## config.mk

```make
export PLATFORM = sky130hd
export DESIGN_NAME = plu_mul
export DESIGN_NICKNAME = d
export VERILOG_FILES = /design/src/plu_pkg.sv /design/src/plu_mul.sv
export SDC_FILE = /design/constraint.sdc
export NUM_CORES = 2
export LEC_CHECK = 0
export BUFFER_PORTS_ARGS = -buffer_cell sky130_fd_sc_hd__clkbuf_2
export CAP_MARGIN = 30
export CORE_ASPECT_RATIO = 2
export CORE_UTILIZATION = 23
export CTS_CLUSTER_DIAMETER = 120
export DETAILED_ROUTE_END_ITERATION = 6
export HOLD_SLACK_MARGIN = 0.12
export SYNTH_ARGS = -nofsm -noshare
export SYNTH_HDL_FRONTEND = slang
export SYNTH_SLANG_ARGS = --single-unit
```

## constraint.sdc

```tcl
create_clock -name clk -period 16.4 [get_ports clk]
set_clock_uncertainty 0.1 [all_clocks]
set_input_delay 0.82 -clock clk [delete_from_list [all_inputs] [get_ports clk]]
set_output_delay 0.82 -clock clk [all_outputs]
set_load 0.02 [all_outputs]
```

## src/plu_pkg.sv

```systemverilog
// Package for the pixel lens undistortion block.
// Holds the sequencer states, multiply step codes, register indexes and saturation helpers.
// No dependencies.
package plu_pkg;

  localparam logic signed [31:0] Q_ONE = 32'sd268435456;
  localparam logic signed [31:0] Q_MAX = 32'sh7FFFFFFF;
  localparam logic signed [31:0] Q_MIN = 32'sh80000000;
  localparam logic signed [19:0] OUT_MAX = 20'sh7FFFF;
  localparam logic signed [19:0] OUT_MIN = 20'sh80000;

  localparam int CFG_IW = 4;
  localparam logic [CFG_IW-1:0] CFG_FOCAL_U = 4'd0;
  localparam logic [CFG_IW-1:0] CFG_FOCAL_V = 4'd1;
  localparam logic [CFG_IW-1:0] CFG_CENTER_U = 4'd2;
  localparam logic [CFG_IW-1:0] CFG_CENTER_V = 4'd3;
  localparam logic [CFG_IW-1:0] CFG_K1 = 4'd4;
  localparam logic [CFG_IW-1:0] CFG_K2 = 4'd5;
  localparam logic [CFG_IW-1:0] CFG_P1 = 4'd6;
  localparam logic [CFG_IW-1:0] CFG_P2 = 4'd7;

  typedef enum logic [2:0] {
    ST_IDLE,
    ST_NORM_X,
    ST_NORM_Y,
    ST_MUL,
    ST_DIV_X,
    ST_DIV_Y,
    ST_FIN
  } state_t;

  // multiply steps of one round, then the two reprojections
  typedef enum logic [3:0] {
    OP_X2, OP_Y2, OP_R4, OP_K1, OP_K2, OP_XY,
    OP_A, OP_B, OP_C, OP_D, OP_PU, OP_PV
  } op_t;

  // saturate to signed Q4.28 range
  function automatic logic signed [31:0] sat_q(input logic signed [35:0] v);
    logic signed [31:0] r;
    if (v > 36'(Q_MAX)) r = Q_MAX;
    else if (v < 36'(Q_MIN)) r = Q_MIN;
    else r = v[31:0];
    return r;
  endfunction

  // saturate to the 20-bit output range
  function automatic logic signed [19:0] sat_out(input logic signed [35:0] v);
    logic signed [19:0] r;
    if (v > 36'(OUT_MAX)) r = OUT_MAX;
    else if (v < 36'(OUT_MIN)) r = OUT_MIN;
    else r = v[19:0];
    return r;
  endfunction

endpackage

```

## src/plu_mul.sv

```systemverilog
// Shared fixed-point multiplier: 32x32 product, then rounded shift by 20 or 28 and saturation.
// Registered product, then registered rounded result; uses plu_pkg.
module plu_mul (
  input  logic               clk,
  input  logic               rst,
  input  logic               go,
  input  logic signed [31:0] a,
  input  logic signed [31:0] b,
  input  logic               shift20,
  output logic               done,
  output logic signed [31:0] res
);

  logic               v1;
  logic               sh;
  logic signed [63:0] p;
  logic [63:0]        mag;
  logic [43:0]        rnd;
  logic signed [31:0] res_next;

  // stage one: raw product
  always_ff @(posedge clk) begin
    if (rst) begin
      v1 <= 1'b0;
      done <= 1'b0;
    end else begin
      v1 <= go;
      done <= v1;
    end
    p <= a * b;
    sh <= shift20;
    res <= res_next;
  end

  // stage two: round magnitude, ties away from zero, then saturate
  always_comb begin
    mag = p[63] ? 64'(-p) : 64'(p);
    if (sh) rnd = 44'((mag + 64'd524288) >> 20);
    else rnd = 44'((mag + 64'd134217728) >> 28);
    if (!p[63]) begin
      res_next = (rnd > 44'h07FFFFFFF) ? plu_pkg::Q_MAX : signed'(rnd[31:0]);
    end else begin
      res_next = (rnd > 44'h080000000) ? plu_pkg::Q_MIN : signed'(-rnd[31:0]);
    end
  end

endmodule

```

==> reports/metrics.yaml <==
global_routing:
  grt_pass1_vias: 38100
  grt_pass1_wl_mm: 216
  grt-ovfl-total: 0
  antenna_found_initial: 14
  grt_start_max_net_pins: 75
  grtUsageTotal_pct: 15.1
setup_path:
  required_ns: 16.63
  crit_arrival_ns: 9.68
  rrSetupSlack_ns: 8.64
  start_kind: "primary input"
  end_kind: "flip-flop"
  crit_path_top_delay_cell: "fa_1"
  r2r-end: "res[3]"
  crit_type: "primary input to flip-flop"
  rr_worst_depth: 20
  cp_max_fo: 32
  max_stage_delay_ns: 0.60
  path_common_cell: "fa_1"
  r2r-start: "p[4]"
timing:
  finalCriticalPeriod_ns: 9.45
  hold_viol: 0
  finalMaxSlewViolations: 0
  finalCritPeriodShare_pct: 57.6
  setup_tns_ns: 0
  max_freq_ghz: 0.106
  rsz0062_at_grt: "false"
  tightest_slew_ns: 1.07
  finalSetupViolCount: 0
  slew_headroom_pct: 28.9
drt:
  post-route-drc-count: 0
  drt_iter0_drc: 1597
  vias_per_cell: 4.58
  wire_per_inst_microns: 19.2
  vias: 33100
  routed_wl_mm: 138
  first_pass_iters: 5
  ant_nets: 0
die:
  num_io_pins: 101
  num_rows: 225
  initial_utilization_pct: 23.1
  core_area_sq_um: 188000
  dieArea_sq_um: 191000
  die_height_microns: 616
  die_x_microns: 309
min_path:
  hp-start: "v1"
  min_to: "done"
  whs_path_depth: 1
  min_path_type: "flip-flop to flip-flop"
cts:
  cts_buffer_depth: 2
  insertion_delay_ns: 0.43
  cts_resized: 0
  cts_tree: "built"
  h-tree-depth: 3
  cts_root_buf: "clkbuf_16"
  cts_buffers: 9
  cts.sinks: 99
  cts_setup_buffers: 0
  cts_hold_buffers: 0
  cts.reportedPaths.clkPinSlew_ns: 0.08
synth:
  ys_seq_elements: 99
  synthArstFlopShare_pct: 0
  synth.area.top_cells: "fa_1, inv_1, and2_1, ha_1, nand2_1"
  synth-main-ff-cell: "dfxtp_1"
  yosysTopAreaCell: "fa_1"
  yosysSeqAreaShare_pct: 4.56
  syn_area_sq_um: 43400
  synth_edf_count: 0
  synth_cell_types: 97
  synth_nets: 6148
  yosys_warnings: 0
  avgSynthCellArea_sq_um: 9.03
  synthCells: 4810
  synth_top_area_share_pct: 49.9
final_layout:
  syn2layout_area_growth_pct: 7.65
  nets: 6050
  drive_above_1_share_pct: 4.47
run_status:
  status: "finished, final reports clean"
placement:
  io_buffers: 100
  hpwl_mm: 111
  gp_congestion: 0.900
run:
  max_cap_violations: 0
[cell type report]
class / instances / area (sq um)
Timing Repair Buffer: 147 / 835
Sequential cell: 99 / 1990
Tap cell: 2497 / 3120
Inverter: 1096 / 4110
Fill cell: 20300 / 141000
Clock inverter: 7 / 93.8
Multi-Input combinational cell: 3359 / 36300
Clock buffer: 9 / 225
Antenna cell: 7 / 17.5
[cells in the mapped netlist, drive strengths merged (5+ instances only)]
| cell type | number |
|---|---|
| a2111oi | 6 |
| a211o | 6 |
| a211oi | 14 |
| a21o | 51 |
| a21oi | 78 |
| a311oi | 7 |
| a31oi | 21 |
| a41oi | 7 |
| and2 | 522 |
| and3 | 16 |
| and4 | 5 |
| buf | 21 |
| clkbuf | 235 |
| dfxtp | 99 |
| fa | 1082 |
| ha | 188 |
| inv | 1096 |
| mux2 | 5 |
| mux2i | 14 |
| nand2 | 578 |
| nand2b | 21 |
| nand3 | 39 |
| nand4 | 26 |
| nor2 | 112 |
| nor2b | 15 |
| nor3 | 63 |
| nor4 | 44 |
| o211ai | 11 |
| o21a | 20 |
| o21ai | 59 |
| o21bai | 11 |
| o22ai | 10 |
| o311a | 6 |
| o31a | 10 |
| o31ai | 24 |
| o41ai | 7 |
| or2 | 6 |
| or3 | 16 |
| or4 | 16 |
| xnor2 | 114 |
| xor2 | 53 |
[worst max path at each step]
stage          start    end  slack [ns]  depth (start not counted)
2_1_floorplan   b[4]  p[56]        7.93                         30
3_3_place_gp    a[6]  p[56]        6.65                         29
3_5_place_dp    a[6]  p[56]        6.57                         29
4_1_cts         a[6]  p[56]        7.00                         29
5_1_grt         a[6]  p[56]        6.61                         29
6_report        a[6]  p[56]        6.95                         29
[kinds of logic after synthesis]
logic type,synth area share [%]
xor gates and xnor gates,3.42
adders and majority gates,55.3
AOI/OAI and AO/OA,6.59
buffers and inverters,11.7
DFF,4.56
muxes,0.452
and+or+nand+nor,17.9
[per-stage QoR]
| stage | util (%) | hold WS (ns) | setup slack, ns | cell area, sq um | std cells |
|---|---|---|---|---|---|
| after floorplan | - | 0.314 | 7.93 | 43400 | 4810 |
| after global placement | 24.7 | 0.331 | 6.65 | 46400 | 7192 |
| after detailed placement | 24.7 | 0.333 | 6.57 | 46400 | 7198 |
| after CTS | 24.9 | 0.354 | 7.00 | 46700 | 7214 |
| after global routing | 24.9 | 0.371 | 6.61 | 46700 | 7216 |
| final | 24.9 | 0.346 | 6.95 | 46700 | 7221 |
[state kept, by name, indices dropped and copies added, names as in the netlist]
register / cells
sh: 1
done: 1
p: 64
res: 32
v1: 1
[layer usage]
metal  part of all wire [%]  vias up  track usage [%]
met4                     12       10             15.1
met1                     30    17200             13.5
met3                    4.1      590             1.77
li1                       -    14200                -
met5                  0.049        -                0
met2                     54     1155             28.2
[worst max-delay path: cells and delay by family]
kind	cells	cell delay, ns
buffers and inverters	5	0.77
AOI/OAI and AO/OA	9	2.14
adders and majority gates	9	4.53
xor gates and xnor gates	1	0.15
and+or+nand+nor	5	1.23
[cells in the final DEF, fill, tap and decap left out, types with 7 or more instances in the layout]
master / instances
o21ai_0: 54
nand2_1: 578
nor3_1: 57
diode_2: 7
a311oi_1: 7
fa_1: 1081
a41oi_1: 7
or3_1: 16
dfxtp_1: 97
xor2_1: 53
buf_4: 41
o22ai_1: 10
o31a_1: 10
and2_1: 522
o21bai_1: 11
a21oi_1: 76
xnor2_1: 114
o21a_1: 20
or4_1: 12
nand3_1: 39
clkbuf_16: 9
a31oi_1: 20
ha_1: 188
nor2b_1: 15
o41ai_1: 7
nand4_1: 25
clkbuf_2: 100
nand2b_1: 21
a211oi_1: 12
nor4_1: 40
and3_1: 16
o211ai_1: 10
o31ai_1: 21
inv_1: 1095
mux2i_1: 14
a21o_1: 51
nor2_1: 112
Power is left out: the tool's default activity adds up to more than one toggle a clock period on the data nets, which glitch-free logic cannot reach.
