`src/plu_pkg.sv`:
```
// Package for the pixel lens undistortion block.
// Holds the sequencer states, multiply step codes, register indexes and saturation helpers.
// No dependencies.
package plu_pkg;

  localparam logic signed [31:0] Q_ONE = 32'sd268435456;
  localparam logic signed [31:0] Q_MAX = 32'sh7FFFFFFF;
  localparam logic signed [31:0] Q_MIN = 32'sh80000000;
  localparam logic signed [19:0] OUT_MAX = 20'sh7FFFF;
  localparam logic signed [19:0] OUT_MIN = 20'sh80000;

  localparam int CFG_IW = 4;
  localparam logic [CFG_IW-1:0] CFG_FOCAL_U = 4'd0;
  localparam logic [CFG_IW-1:0] CFG_FOCAL_V = 4'd1;
  localparam logic [CFG_IW-1:0] CFG_CENTER_U = 4'd2;
  localparam logic [CFG_IW-1:0] CFG_CENTER_V = 4'd3;
  localparam logic [CFG_IW-1:0] CFG_K1 = 4'd4;
  localparam logic [CFG_IW-1:0] CFG_K2 = 4'd5;
  localparam logic [CFG_IW-1:0] CFG_P1 = 4'd6;
  localparam logic [CFG_IW-1:0] CFG_P2 = 4'd7;

  typedef enum logic [2:0] {
    ST_IDLE,
    ST_NORM_X,
    ST_NORM_Y,
    ST_MUL,
    ST_DIV_X,
    ST_DIV_Y,
    ST_FIN
  } state_t;

  // multiply steps of one round, then the two reprojections
  typedef enum logic [3:0] {
    OP_X2, OP_Y2, OP_R4, OP_K1, OP_K2, OP_XY,
    OP_A, OP_B, OP_C, OP_D, OP_PU, OP_PV
  } op_t;

  // saturate to signed Q4.28 range
  function automatic logic signed [31:0] sat_q(input logic signed [35:0] v);
    logic signed [31:0] r;
    if (v > 36'(Q_MAX)) r = Q_MAX;
    else if (v < 36'(Q_MIN)) r = Q_MIN;
    else r = v[31:0];
    return r;
  endfunction

  // saturate to the 20-bit output range
  function automatic logic signed [19:0] sat_out(input logic signed [35:0] v);
    logic signed [19:0] r;
    if (v > 36'(OUT_MAX)) r = OUT_MAX;
    else if (v < 36'(OUT_MIN)) r = OUT_MIN;
    else r = v[19:0];
    return r;
  endfunction

endpackage

```
`src/plu_div.sv`:
```
// Shared rounding divider: sat_q(round(value * 2^28 / den)), one quotient bit per cycle.
// Overflow is caught up front so only 33 quotient bits are formed; uses plu_pkg.
module plu_div (
  input  logic               clk,
  input  logic               rst,
  input  logic               go,
  input  logic signed [31:0] value,
  input  logic [30:0]        den,
  output logic               done,
  output logic signed [31:0] res
);

  logic        busy;
  logic [5:0]  cnt;
  logic [30:0] rem;
  logic [32:0] nlo;
  logic [32:0] q;
  logic        neg;
  logic [30:0] d;
  logic [31:0] vmag;
  logic [59:0] num;
  logic        ovf;
  logic [31:0] trial;
  logic        take;
  logic [32:0] qn;
  logic signed [31:0] fin;

  always_comb begin
    vmag = value[31] ? 32'(-value) : 32'(value);
    num = {vmag, 28'd0} + 60'(den >> 1);
    ovf = {4'd0, num} >= {den, 33'd0};
    trial = {rem, nlo[32]};
    take = trial >= {1'b0, d};
    qn = {q[31:0], take};
    if (!neg) fin = (qn > 33'h07FFFFFFF) ? plu_pkg::Q_MAX : signed'(qn[31:0]);
    else fin = (qn > 33'h080000000) ? plu_pkg::Q_MIN : signed'(-qn[31:0]);
  end

  // launch, iterate, and register the result
  always_ff @(posedge clk) begin
    if (rst) begin
      busy <= 1'b0;
      done <= 1'b0;
    end else begin
      done <= 1'b0;
      if (go) begin
        neg <= value[31];
        d <= den;
        rem <= num[59:33] + 31'd0;
        nlo <= num[32:0];
        q <= '0;
        cnt <= '0;
        if (ovf) begin
          done <= 1'b1;
          res <= value[31] ? plu_pkg::Q_MIN : plu_pkg::Q_MAX;
        end else begin
          busy <= 1'b1;
        end
      end else if (busy) begin
        rem <= take ? 31'(trial - {1'b0, d}) : trial[30:0];
        nlo <= {nlo[31:0], 1'b0};
        q <= qn;
        cnt <= cnt + 6'd1;
        if (cnt == 6'd32) begin
          busy <= 1'b0;
          done <= 1'b1;
          res <= fin;
        end
      end
    end
  end

endmodule

```
`config.mk`:
```
export PLATFORM = sky130hd
export DESIGN_NAME = plu_div
export DESIGN_NICKNAME = d
export VERILOG_FILES = /design/src/plu_pkg.sv /design/src/plu_div.sv
export SDC_FILE = /design/constraint.sdc
export NUM_CORES = 1
export LEC_CHECK = 0
export BUFFER_PORTS_ARGS = -buffer_cell sky130_fd_sc_hd__buf_2
export CAP_MARGIN = 20
export CORE_MARGIN = 4
export CORE_UTILIZATION = 55
export CTS_BUF_LIST = sky130_fd_sc_hd__clkbuf_8
export DETAILED_ROUTE_END_ITERATION = 6
export GPL_TIMING_DRIVEN = 0
export PLACE_DENSITY = 0.77
export SLEW_MARGIN = 20
export SYNTH_ARGS = -nofsm -noshare
export SYNTH_HDL_FRONTEND = slang
export SYNTH_SLANG_ARGS = --single-unit
```
`constraint.sdc`:
```
create_clock -name clk -period 7.4 [get_ports clk]
set_input_delay 1.11 -clock clk [delete_from_list [all_inputs] [get_ports clk]]
set_output_delay 1.11 -clock clk [all_outputs]
set_load 0.05 [all_outputs]
```
==> flow_summary.ini, run 1 <==
[clock_network]
root_buffer = clkbuf_8
numCtsBuffers = 17
cts_tree = yes
cts.path.max_buffers = 2
clock-sinks = 168
holdBufCountCts = 0
clkTransAtPathRegs_ns = 0.09
htree_levels = 4
clk_latency_ns = 0.48

[logic_synthesis]
synthFlopType = edfxtp_1
synth_edf_count = 166
ys_top_cells_by_area = edfxtp_1 (43%), ha_1 (6.9%), mux2_2 (3.4%)
ys_seq_area_share_pct = 42.91
synth_cells = 1179
synth_common_cells = edfxtp_1 (166), nor2_1 (82), inv_1 (77)
synth_top_area_share_pct = 42.57
synth_warnings = 0
synth_cell_types = 74
ys_ff_latch = 168
synth_top_cell_by_area = edfxtp_1
synth_nets = 1312
avgSynthCellArea_um2 = 9.932
netlist_area_um2 = 11710
async_reset_ff_share_pct = 0
synth_most_common_cell = edfxtp_1

[floorplan]
start_util_pct = 55.88
row_count = 53
die_w_um = 153.9
die_h_um = 153.9
dieArea_um2 = 23690
io_pins = 99
coreArea_um2 = 20960

[timing]
setup_viol = 0
fmax_ghz = 0.1367
slew_viol_final = 0
hold_viol_final = 0
max_slew_margin_pct = 39.36
tns_ns = 0
period_share_pct = 98.84
worst_slew_pin_slew_ns = 0.9097
rsz0062_at_grt = false
skew_ns = 0.01751
whs_ns = 0.4820
period_needed_ns = 7.314

[power]
p_per_area_nw_per_um2 = 195.9
power_mw = 2.578
p_leak_nw = 4.830
irDropWorstVdd_mv = 0.1106

[worst_hold_path]
hold_path_class = flip-flop to flip-flop
worstHoldStart = busy

[layout]
multi_input_area_um2 = 6245
drive_gt1_share_pct = 16.32
final_nets = 1432
fill_cells = 1796
area_growth_pct = 12.39
seq_area_um2 = 5025
fin_util_pct = 62.81
fin_cells = 1586
num_antenna_cells = 0

[route]
drt-vias-per-instance = 6.291
drc = 0
drt_iter0_drc = 897
routedWlPerCell_um = 20.70
ant_nets = 0
dr.pass1.iters = 6
drt-total-wl_mm = 32.83
vias = 9978

[global_routing]
grt_first_pass_wirelength_mm = 51.47
grt_usage_pct = 27.35
grt_max_degree = 29
antenna_found_initial = 1
grt_overflow = 0
first_global_vias = 9744

[status]
status = finished clean

[setup_path]
crit_path_max_fanout = 16
cp-start-kind = input port
cp_data_arrival_time_ns = 7.47
critical_path_class = input port to flip-flop
r2r_start = nlo[32]
cp-end-kind = flip-flop
required_ns = 7.56
startpoint = value[1]

[run]
drv_cap = 0

[placement]
numPortBuffers = 92
placed_cells = 1551
gp_congestion = 0.9627
hpwl_mm = 24.83
-- metal layers --
layer	part of all wire, %	global-route usage, %
met1	41	34.66
met2	49	46.65
met3	7.2	4.081
met4	3.5	12.07
met5	0	0
-- placed cells by master, fill, tap and decap left out, types with 43 or more instances in the layout --
cell / Yosys / layout
nand2_1: 64 / 64
edfxtp_1: 166 / 166
o21ai_0: 66 / 66
ha_1: 65 / 65
inv_1: 77 / 77
buf_2: 2 / 93
nor2_1: 82 / 79
xnor2_1: 43 / 43
clkbuf_1: 46 / 44
a21oi_1: 59 / 58
-- where the power goes --
group          switching, mW  internal (mW)
logic                  0.459          0.280
registers             0.0411           1.13
clock network          0.385          0.279
total                  0.885           1.69
-- registers in the layout (all words and copies together) (netlist names) --
signal	flops
nlo	33
q	32
res	32
d	31
rem	31
cnt	6
busy	1
done	1
neg	1
-- area by class of cell --
cell class	count	share of cell area [%]
multi-input cells	875	47.45
flip-flops and latches	168	38.18
repair buffers	101	4.601
well taps	275	2.614
inverters	79	2.253
plain buffers	57	1.949
clock buffers	17	1.778
clock inverters	14	1.179
-- through the flow --
| step | area [um2] | setup WS, ns |
|---|---|---|
| 2_1_floorplan | 11710 | 0.1338 |
| 5_1_grt | 13160 | 0.03203 |
| 3_3_place_gp | 12520 | -2.968 |
| 6_report | 13160 | 0.08618 |
| 4_1_cts | 13100 | 0.04690 |
| 3_5_place_dp | 12650 | -2.718 |
-- path summary, 6_finish.rpt --
path	cells after the start	slack, ns	to
worst max-delay path	22	0.09	res[18]
worst min-delay path	2	0.48	busy
worst max register to register	20	1.29	res[25]
worst min register to register	2	0.48	busy
-- critical path, cell delays in order --
cell and delay (ns):
buf_2 0.11, inv_1 0.07, ha_1 0.19, or4b_1 0.44, clkbuf_1 0.22, or2_2 0.40, o31ai_1 0.30, a21oi_2 0.16
nor4b_1 0.54, nand4_1 0.35, xor2_1 0.44, ha_1 0.22, nand4_1 0.12, nor2_2 0.21, nand4_1 0.21, or4_1 0.67
or4_1 0.53, o211ai_1 0.20, a221oi_1 0.19, o211ai_1 0.24, buf_4 0.19, and3_4 0.34
-- kinds of logic after synthesis --
logic type      count (synthesis)  synth area share, %
fa+ha+maj                      67                7.287
mux                            40                3.836
buf+inv                       137                4.669
xor+xnor                       84                6.283
simple gates                  378                17.31
flops                         168                42.91
compound gates                305                17.71
-- timing repair --
item / in CTS / in global routing
gates resized for setup: 11 / 10
setup endpoints to repair: 34 / 32
pin swaps: 3 / 1
buffers inserted: 3 / 1
gates cloned: 1 / 0
(Power assumes the default switching activity.)
==> inputs of run 2 (changes only) <==
--- a/config.mk
+++ b/config.mk
@@ -8,11 +8,10 @@
 export BUFFER_PORTS_ARGS = -buffer_cell sky130_fd_sc_hd__buf_2
 export CAP_MARGIN = 20
 export CORE_MARGIN = 4
-export CORE_UTILIZATION = 55
+export CORE_UTILIZATION = 40
 export CTS_BUF_LIST = sky130_fd_sc_hd__clkbuf_8
 export DETAILED_ROUTE_END_ITERATION = 6
 export GPL_TIMING_DRIVEN = 0
-export PLACE_DENSITY = 0.77
 export SLEW_MARGIN = 20
 export SYNTH_ARGS = -nofsm -noshare
 export SYNTH_HDL_FRONTEND = slang
==> flow_summary.ini, run 2 (synthesized netlist as in run 1, its figures left out) <==
[timing]
period_needed_ns = 7.081
period_share_pct = 95.69
hold_viol_final = 0
max_slew_margin_pct = 36.22
rsz0062_at_grt = false
fin_ws_ns = 0.3187
worst_slew_pin_slew_ns = 0.9567
fmax_ghz = 0.1412
slew_viol_final = 0
skew_ns = 0.01488
setup_viol = 0
tns_ns = 0

[power]
power_mw = 2.601
irDropWorstVdd_mv = 0.1101
p_leak_nw = 4.833
p_per_area_nw_per_um2 = 195.4

[setup_path]
critical_path_class = input port to flip-flop
cp_data_arrival_time_ns = 7.24
cp-start-kind = input port
cp_slowest_cell = or4_1
cp-end-kind = flip-flop
path_depth = 23
crit_family = simple AND/OR/NAND/NOR gates
startpoint = value[0]
r2r_start = nlo[32]
worstPathCellList = buf_2 > inv_1 > ha_1 > or4b_1 > clkbuf_1 > o41ai_1 > xor2_1 > or3_1 > or2_1 > nor3_2 > nand2_1 > xor2_1 > ha_1 > nand4_1 > nor2_2 > nand4_1 > or4_1 > or4_1 > o211ai_1 > a221oi_1 > o211ai_1 > buf_4 > and3_4
crit_path_max_fanout = 16
r2r_slack_ns = 0.94
critPathBufInv = 4
endpoint = res[19]
required_ns = 7.56
crit_path_max_incr_delay_ns = 0.61
reg2reg_depth = 20
reg2reg_to = res[25]

[clock_network]
cts.path.max_buffers = 2
clock-sinks = 168
clkTransAtPathRegs_ns = 0.09
htree_levels = 4
root_buffer = clkbuf_8
clk_latency_ns = 0.48
cts_tree = yes
holdBufCountCts = 0
numCtsBuffers = 17

[global_routing]
first_global_vias = 9439
grt_first_pass_wirelength_mm = 52.73
grt_overflow = 0
grt_usage_pct = 21.39
grt_max_degree = 28
antenna_found_initial = 1

[route]
drt-vias-per-instance = 5.715
top_layer_used = met5
dr.pass1.iters = 6
ant_nets = 0
drt-total-wl_mm = 33.67
drc = 0
drt-met1-wl_mm = 15.20
drt_iter0_drc = 823
routed-wl-met3_mm = 1.639
routedWlPerCell_um = 19.83
wl_met2_mm = 16.01
vias = 9704

[layout]
final_design_area_no_fill_um2 = 13310
final_nets = 1434
num_antenna_cells = 0
most-common-layout-cells = edfxtp_1 (166), buf_2 (94), nor2_1 (79)
fill_cells = 2740
multi_input_area_um2 = 6225
fin_cells = 1698
drive_gt1_share_pct = 16.36
seq_area_um2 = 5025
largest-register = nlo
reg_top3 = nlo x33, q x32, res x32
largest_register_ffs = 33
area_growth_pct = 13.67
final_common_cell = edfxtp_1

[worst_hold_path]
hold_path_class = flip-flop to flip-flop
hold_path_depth = 2
worstHoldStart = busy

[floorplan]
row_count = 62
dieArea_um2 = 32080
start_util_pct = 40.69
die_w_um = 179.1
die_h_um = 179.1
io_pins = 99
coreArea_um2 = 28780

[placement]
dpl-instance-area_um2 = 12790
numPortBuffers = 92
placed_cells = 1661
dp_slack_ns = -2.790
gp_congestion = 0.9120
hpwl_mm = 25.87

[run]
drv_cap = 0

[status]
status = finished clean
==> run 2: changes by cell type in the layout (fill, tap and decap cells not counted), sizes merged <==
cell    before  now
buf        111  115
clkbuf      64   62
bufinv       1    2
inv         86   82
clkinv       4    8
==> run 2: metal layers <==
layer | vias up | GRT usage [%]
met5 | - | 0
met4 | 2 | 7.014
met3 | 57 | 3.269
met2 | 310 | 35.52
met1 | 4647 | 28.72
li1 | 4688 | -
==> run 2: cell type report <==
| cell class | count | area share, % |
|---|---|---|
| clock buffer | 17 | 1.758 |
| clock inverter | 15 | 1.288 |
| inverter | 79 | 2.228 |
| multi-input combinational | 875 | 46.77 |
| buffer | 57 | 1.908 |
| tap | 384 | 3.610 |
| timing repair buffer | 103 | 4.691 |
| sequential | 168 | 37.75 |
==> run 2: worst min-delay path by stage <==
stage                      end  slack, ns
after floorplan           busy       0.45
after global placement    busy       0.46
after detailed placement  busy       0.47
after CTS                 busy       0.48
after global routing      busy       0.51
final                     busy       0.48
==> run 2: per-stage QoR <==
step | hold slack [ns] | util [%]
floorplan | 0.4480 | -
global placement | 0.4610 | 43.97
detailed placement | 0.4668 | 44.45
CTS | 0.4805 | 46.14
global route | 0.5059 | 46.25
finish | 0.4826 | 46.25
==> run 2: repair_timing <==
item	in CTS	in global routing
endpoints found under the hold margin	0	0
cloned	1	0
gates resized for setup	12	8
setup buffers	5	0
pin swaps	4	0
endpoints found under the setup margin	34	32
==> run 2: power breakdown <==
group / switching (mW) / leakage (nW) / internal (mW)
clock: 0.384 / 0.201 / 0.308
sequential: 0.0403 / 1.59 / 1.13
combinational: 0.456 / 3.05 / 0.279
total: 0.880 / 4.83 / 1.72
==> run 2: worst min-delay path, cell delays in order (launching register included) <==
cell and delay, ns:
dfxtp_1 0.32, o21ai_0 0.06, a21oi_1 0.06
==> inputs of run 3 (changes only) <==
--- a/config.mk
+++ b/config.mk
@@ -7,11 +7,14 @@
 export LEC_CHECK = 0
 export BUFFER_PORTS_ARGS = -buffer_cell sky130_fd_sc_hd__buf_2
 export CAP_MARGIN = 20
-export CORE_MARGIN = 4
-export CORE_UTILIZATION = 40
+export CELL_PAD_IN_SITES_DETAIL_PLACEMENT = 1
+export CELL_PAD_IN_SITES_GLOBAL_PLACEMENT = 2
+export CORE_MARGIN = 2
+export CORE_UTILIZATION = 37
 export CTS_BUF_LIST = sky130_fd_sc_hd__clkbuf_8
 export DETAILED_ROUTE_END_ITERATION = 6
 export GPL_TIMING_DRIVEN = 0
+export PLACE_DENSITY_LB_ADDON = 0.1
 export SLEW_MARGIN = 20
 export SYNTH_ARGS = -nofsm -noshare
 export SYNTH_HDL_FRONTEND = slang
==> flow_summary.ini, run 3 (synthesized netlist as in run 1, its figures left out) <==
[layout]
drive_gt1_share_pct = 16.48
most-common-layout-cells = edfxtp_1 (166), buf_2 (94), nor2_1 (79)
reg_top3 = nlo x33, q x32, res x32
largest-register = nlo
final_common_cell = edfxtp_1
multi_input_area_um2 = 6260
largest_register_ffs = 33
final_design_area_no_fill_um2 = 13400
area_growth_pct = 14.40
seq_area_um2 = 5025
final_nets = 1437
fill_cells = 3575

[placement]
gp_congestion = 0.8433
dpl-instance-area_um2 = 12830
hpwl_mm = 29.24
dp_slack_ns = -2.735
numPortBuffers = 92

[route]
drt-total-wl_mm = 38.12
ant_nets = 0
routedWlPerCell_um = 22.16
dr.pass1.iters = 5
drc = 0
drt-vias-per-instance = 5.699
drt_iter0_drc = 648
vias = 9803

[power]
p_leak_nw = 4.873
p_per_area_nw_per_um2 = 198.6
irDropWorstVdd_mv = 0.1112
power_mw = 2.661

[floorplan]
dieArea_um2 = 33090
start_util_pct = 37.30
die_w_um = 181.9
die_h_um = 181.9
row_count = 65
io_pins = 99
coreArea_um2 = 31390

[setup_path]
startpoint = value[31]
required_ns = 7.59
cp-end-kind = flip-flop
cp_data_arrival_time_ns = 7.29
crit_path_max_fanout = 10
cp-start-kind = input port
critical_path_class = input port to flip-flop
r2r_start = nlo[32]

[clock_network]
holdBufCountCts = 0
clkTransAtPathRegs_ns = 0.09
htree_levels = 4
cts.path.max_buffers = 2
numCtsBuffers = 17
root_buffer = clkbuf_8
clk_latency_ns = 0.50
clock-sinks = 168
cts_tree = yes

[timing]
hold_viol_final = 0
skew_ns = 0.02293
period_needed_ns = 7.094
worst_slew_pin_slew_ns = 1.062
period_share_pct = 95.87
setup_viol = 0
max_slew_margin_pct = 28.44
fin_ws_ns = 0.3059
slew_viol_final = 0
fmax_ghz = 0.1410
rsz0062_at_grt = false

[global_routing]
first_global_vias = 10011
grt_usage_pct = 23.53
grt_first_pass_wirelength_mm = 59.16
grt_overflow = 0
grt_max_degree = 28
antenna_found_initial = 0

[run]
drv_cap = 0

[status]
status = finished clean

[worst_hold_path]
hold_path_class = flip-flop to flip-flop
worstHoldStart = busy
## run 3: changes by cell type in the layout (fill, tap and decap cells not counted), moves of 2 or more
cell / previous run / this run
clkinv_2: 2 / 0
or4_4: 3 / 5
clkbuf_4: 1 / 3
or4_1: 9 / 7
clkinv_1: 2 / 4
inv_8: 2 / 0
inv_6: 2 / 4
and3_2: 0 / 2
## run 3: routing by layer
layer	global-route usage, %	part of all wire [%]
met1	34.68	49
met2	36.26	45
met3	4.272	5.6
met4	4.516	0.85
met5	0	0
## run 3: where the power goes
group	internal, mW	switching, mW	leakage [nW]
logic	0.283	0.481	3.08
clock network	0.335	0.388	0.205
registers	1.13	0.0408	1.59
total	1.75	0.910	4.87
## run 3: through the flow
| stage | utilization [%] | hold WS [ns] | instances | setup TNS [ns] |
|---|---|---|---|---|
| 3_5_place_dp | 40.88 | 0.4881 | 1679 | -90.92 |
| 2_1_floorplan | - | 0.4480 | 1179 | 0 |
| 6_report | 42.67 | 0.4955 | 1720 | 0 |
| 3_3_place_gp | 40.38 | 0.4711 | 1673 | -107.22 |
| 4_1_cts | 42.55 | 0.5020 | 1717 | 0 |
| 5_1_grt | 42.67 | 0.5344 | 1719 | 0 |
## run 3: final timing paths
kind	endpoint	slack [ns]	cells after the start
max	res[23]	0.31	24
min	busy	0.50	2
max reg2reg	res[28]	0.63	20
min reg2reg	busy	0.50	2
## run 3: layout make-up
class                   count  area share, %
multi-input cells         877          46.73
diodes                      1        0.01868
clock buffers              17          1.747
plain buffers              58          1.952
clock inverters            15          1.298
flip-flops and latches    168          37.51
inverters                  79          2.214
well taps                 402          3.755
repair buffers            103          4.782
## run 3: timing repair
item	in CTS	in global routing
gates resized for setup	17	6
endpoints found under the hold margin	0	0
setup endpoints to repair	34	32
pin swaps	4	0
setup buffers	5	0
cloned	1	2
## run 3: critical path, stage by stage
cell and delay (ns):
buf_2 0.13, buf_2 0.23, clkbuf_4 0.25, clkbuf_4 0.25, clkbuf_4 0.26, o21ai_0 0.19
ha_1 0.32, a21oi_1 0.11, a2111oi_4 0.38, nand4_1 0.13, buf_4 0.18, buf_4 0.15
nor2_1 0.11, xnor2_1 0.17, ha_1 0.40, nor4b_1 0.39, nand4_1 0.26, or4_4 0.61
or4_4 0.48, o211ai_1 0.20, a221oi_1 0.19, o211ai_1 0.21, buf_4 0.20, and3_2 0.33
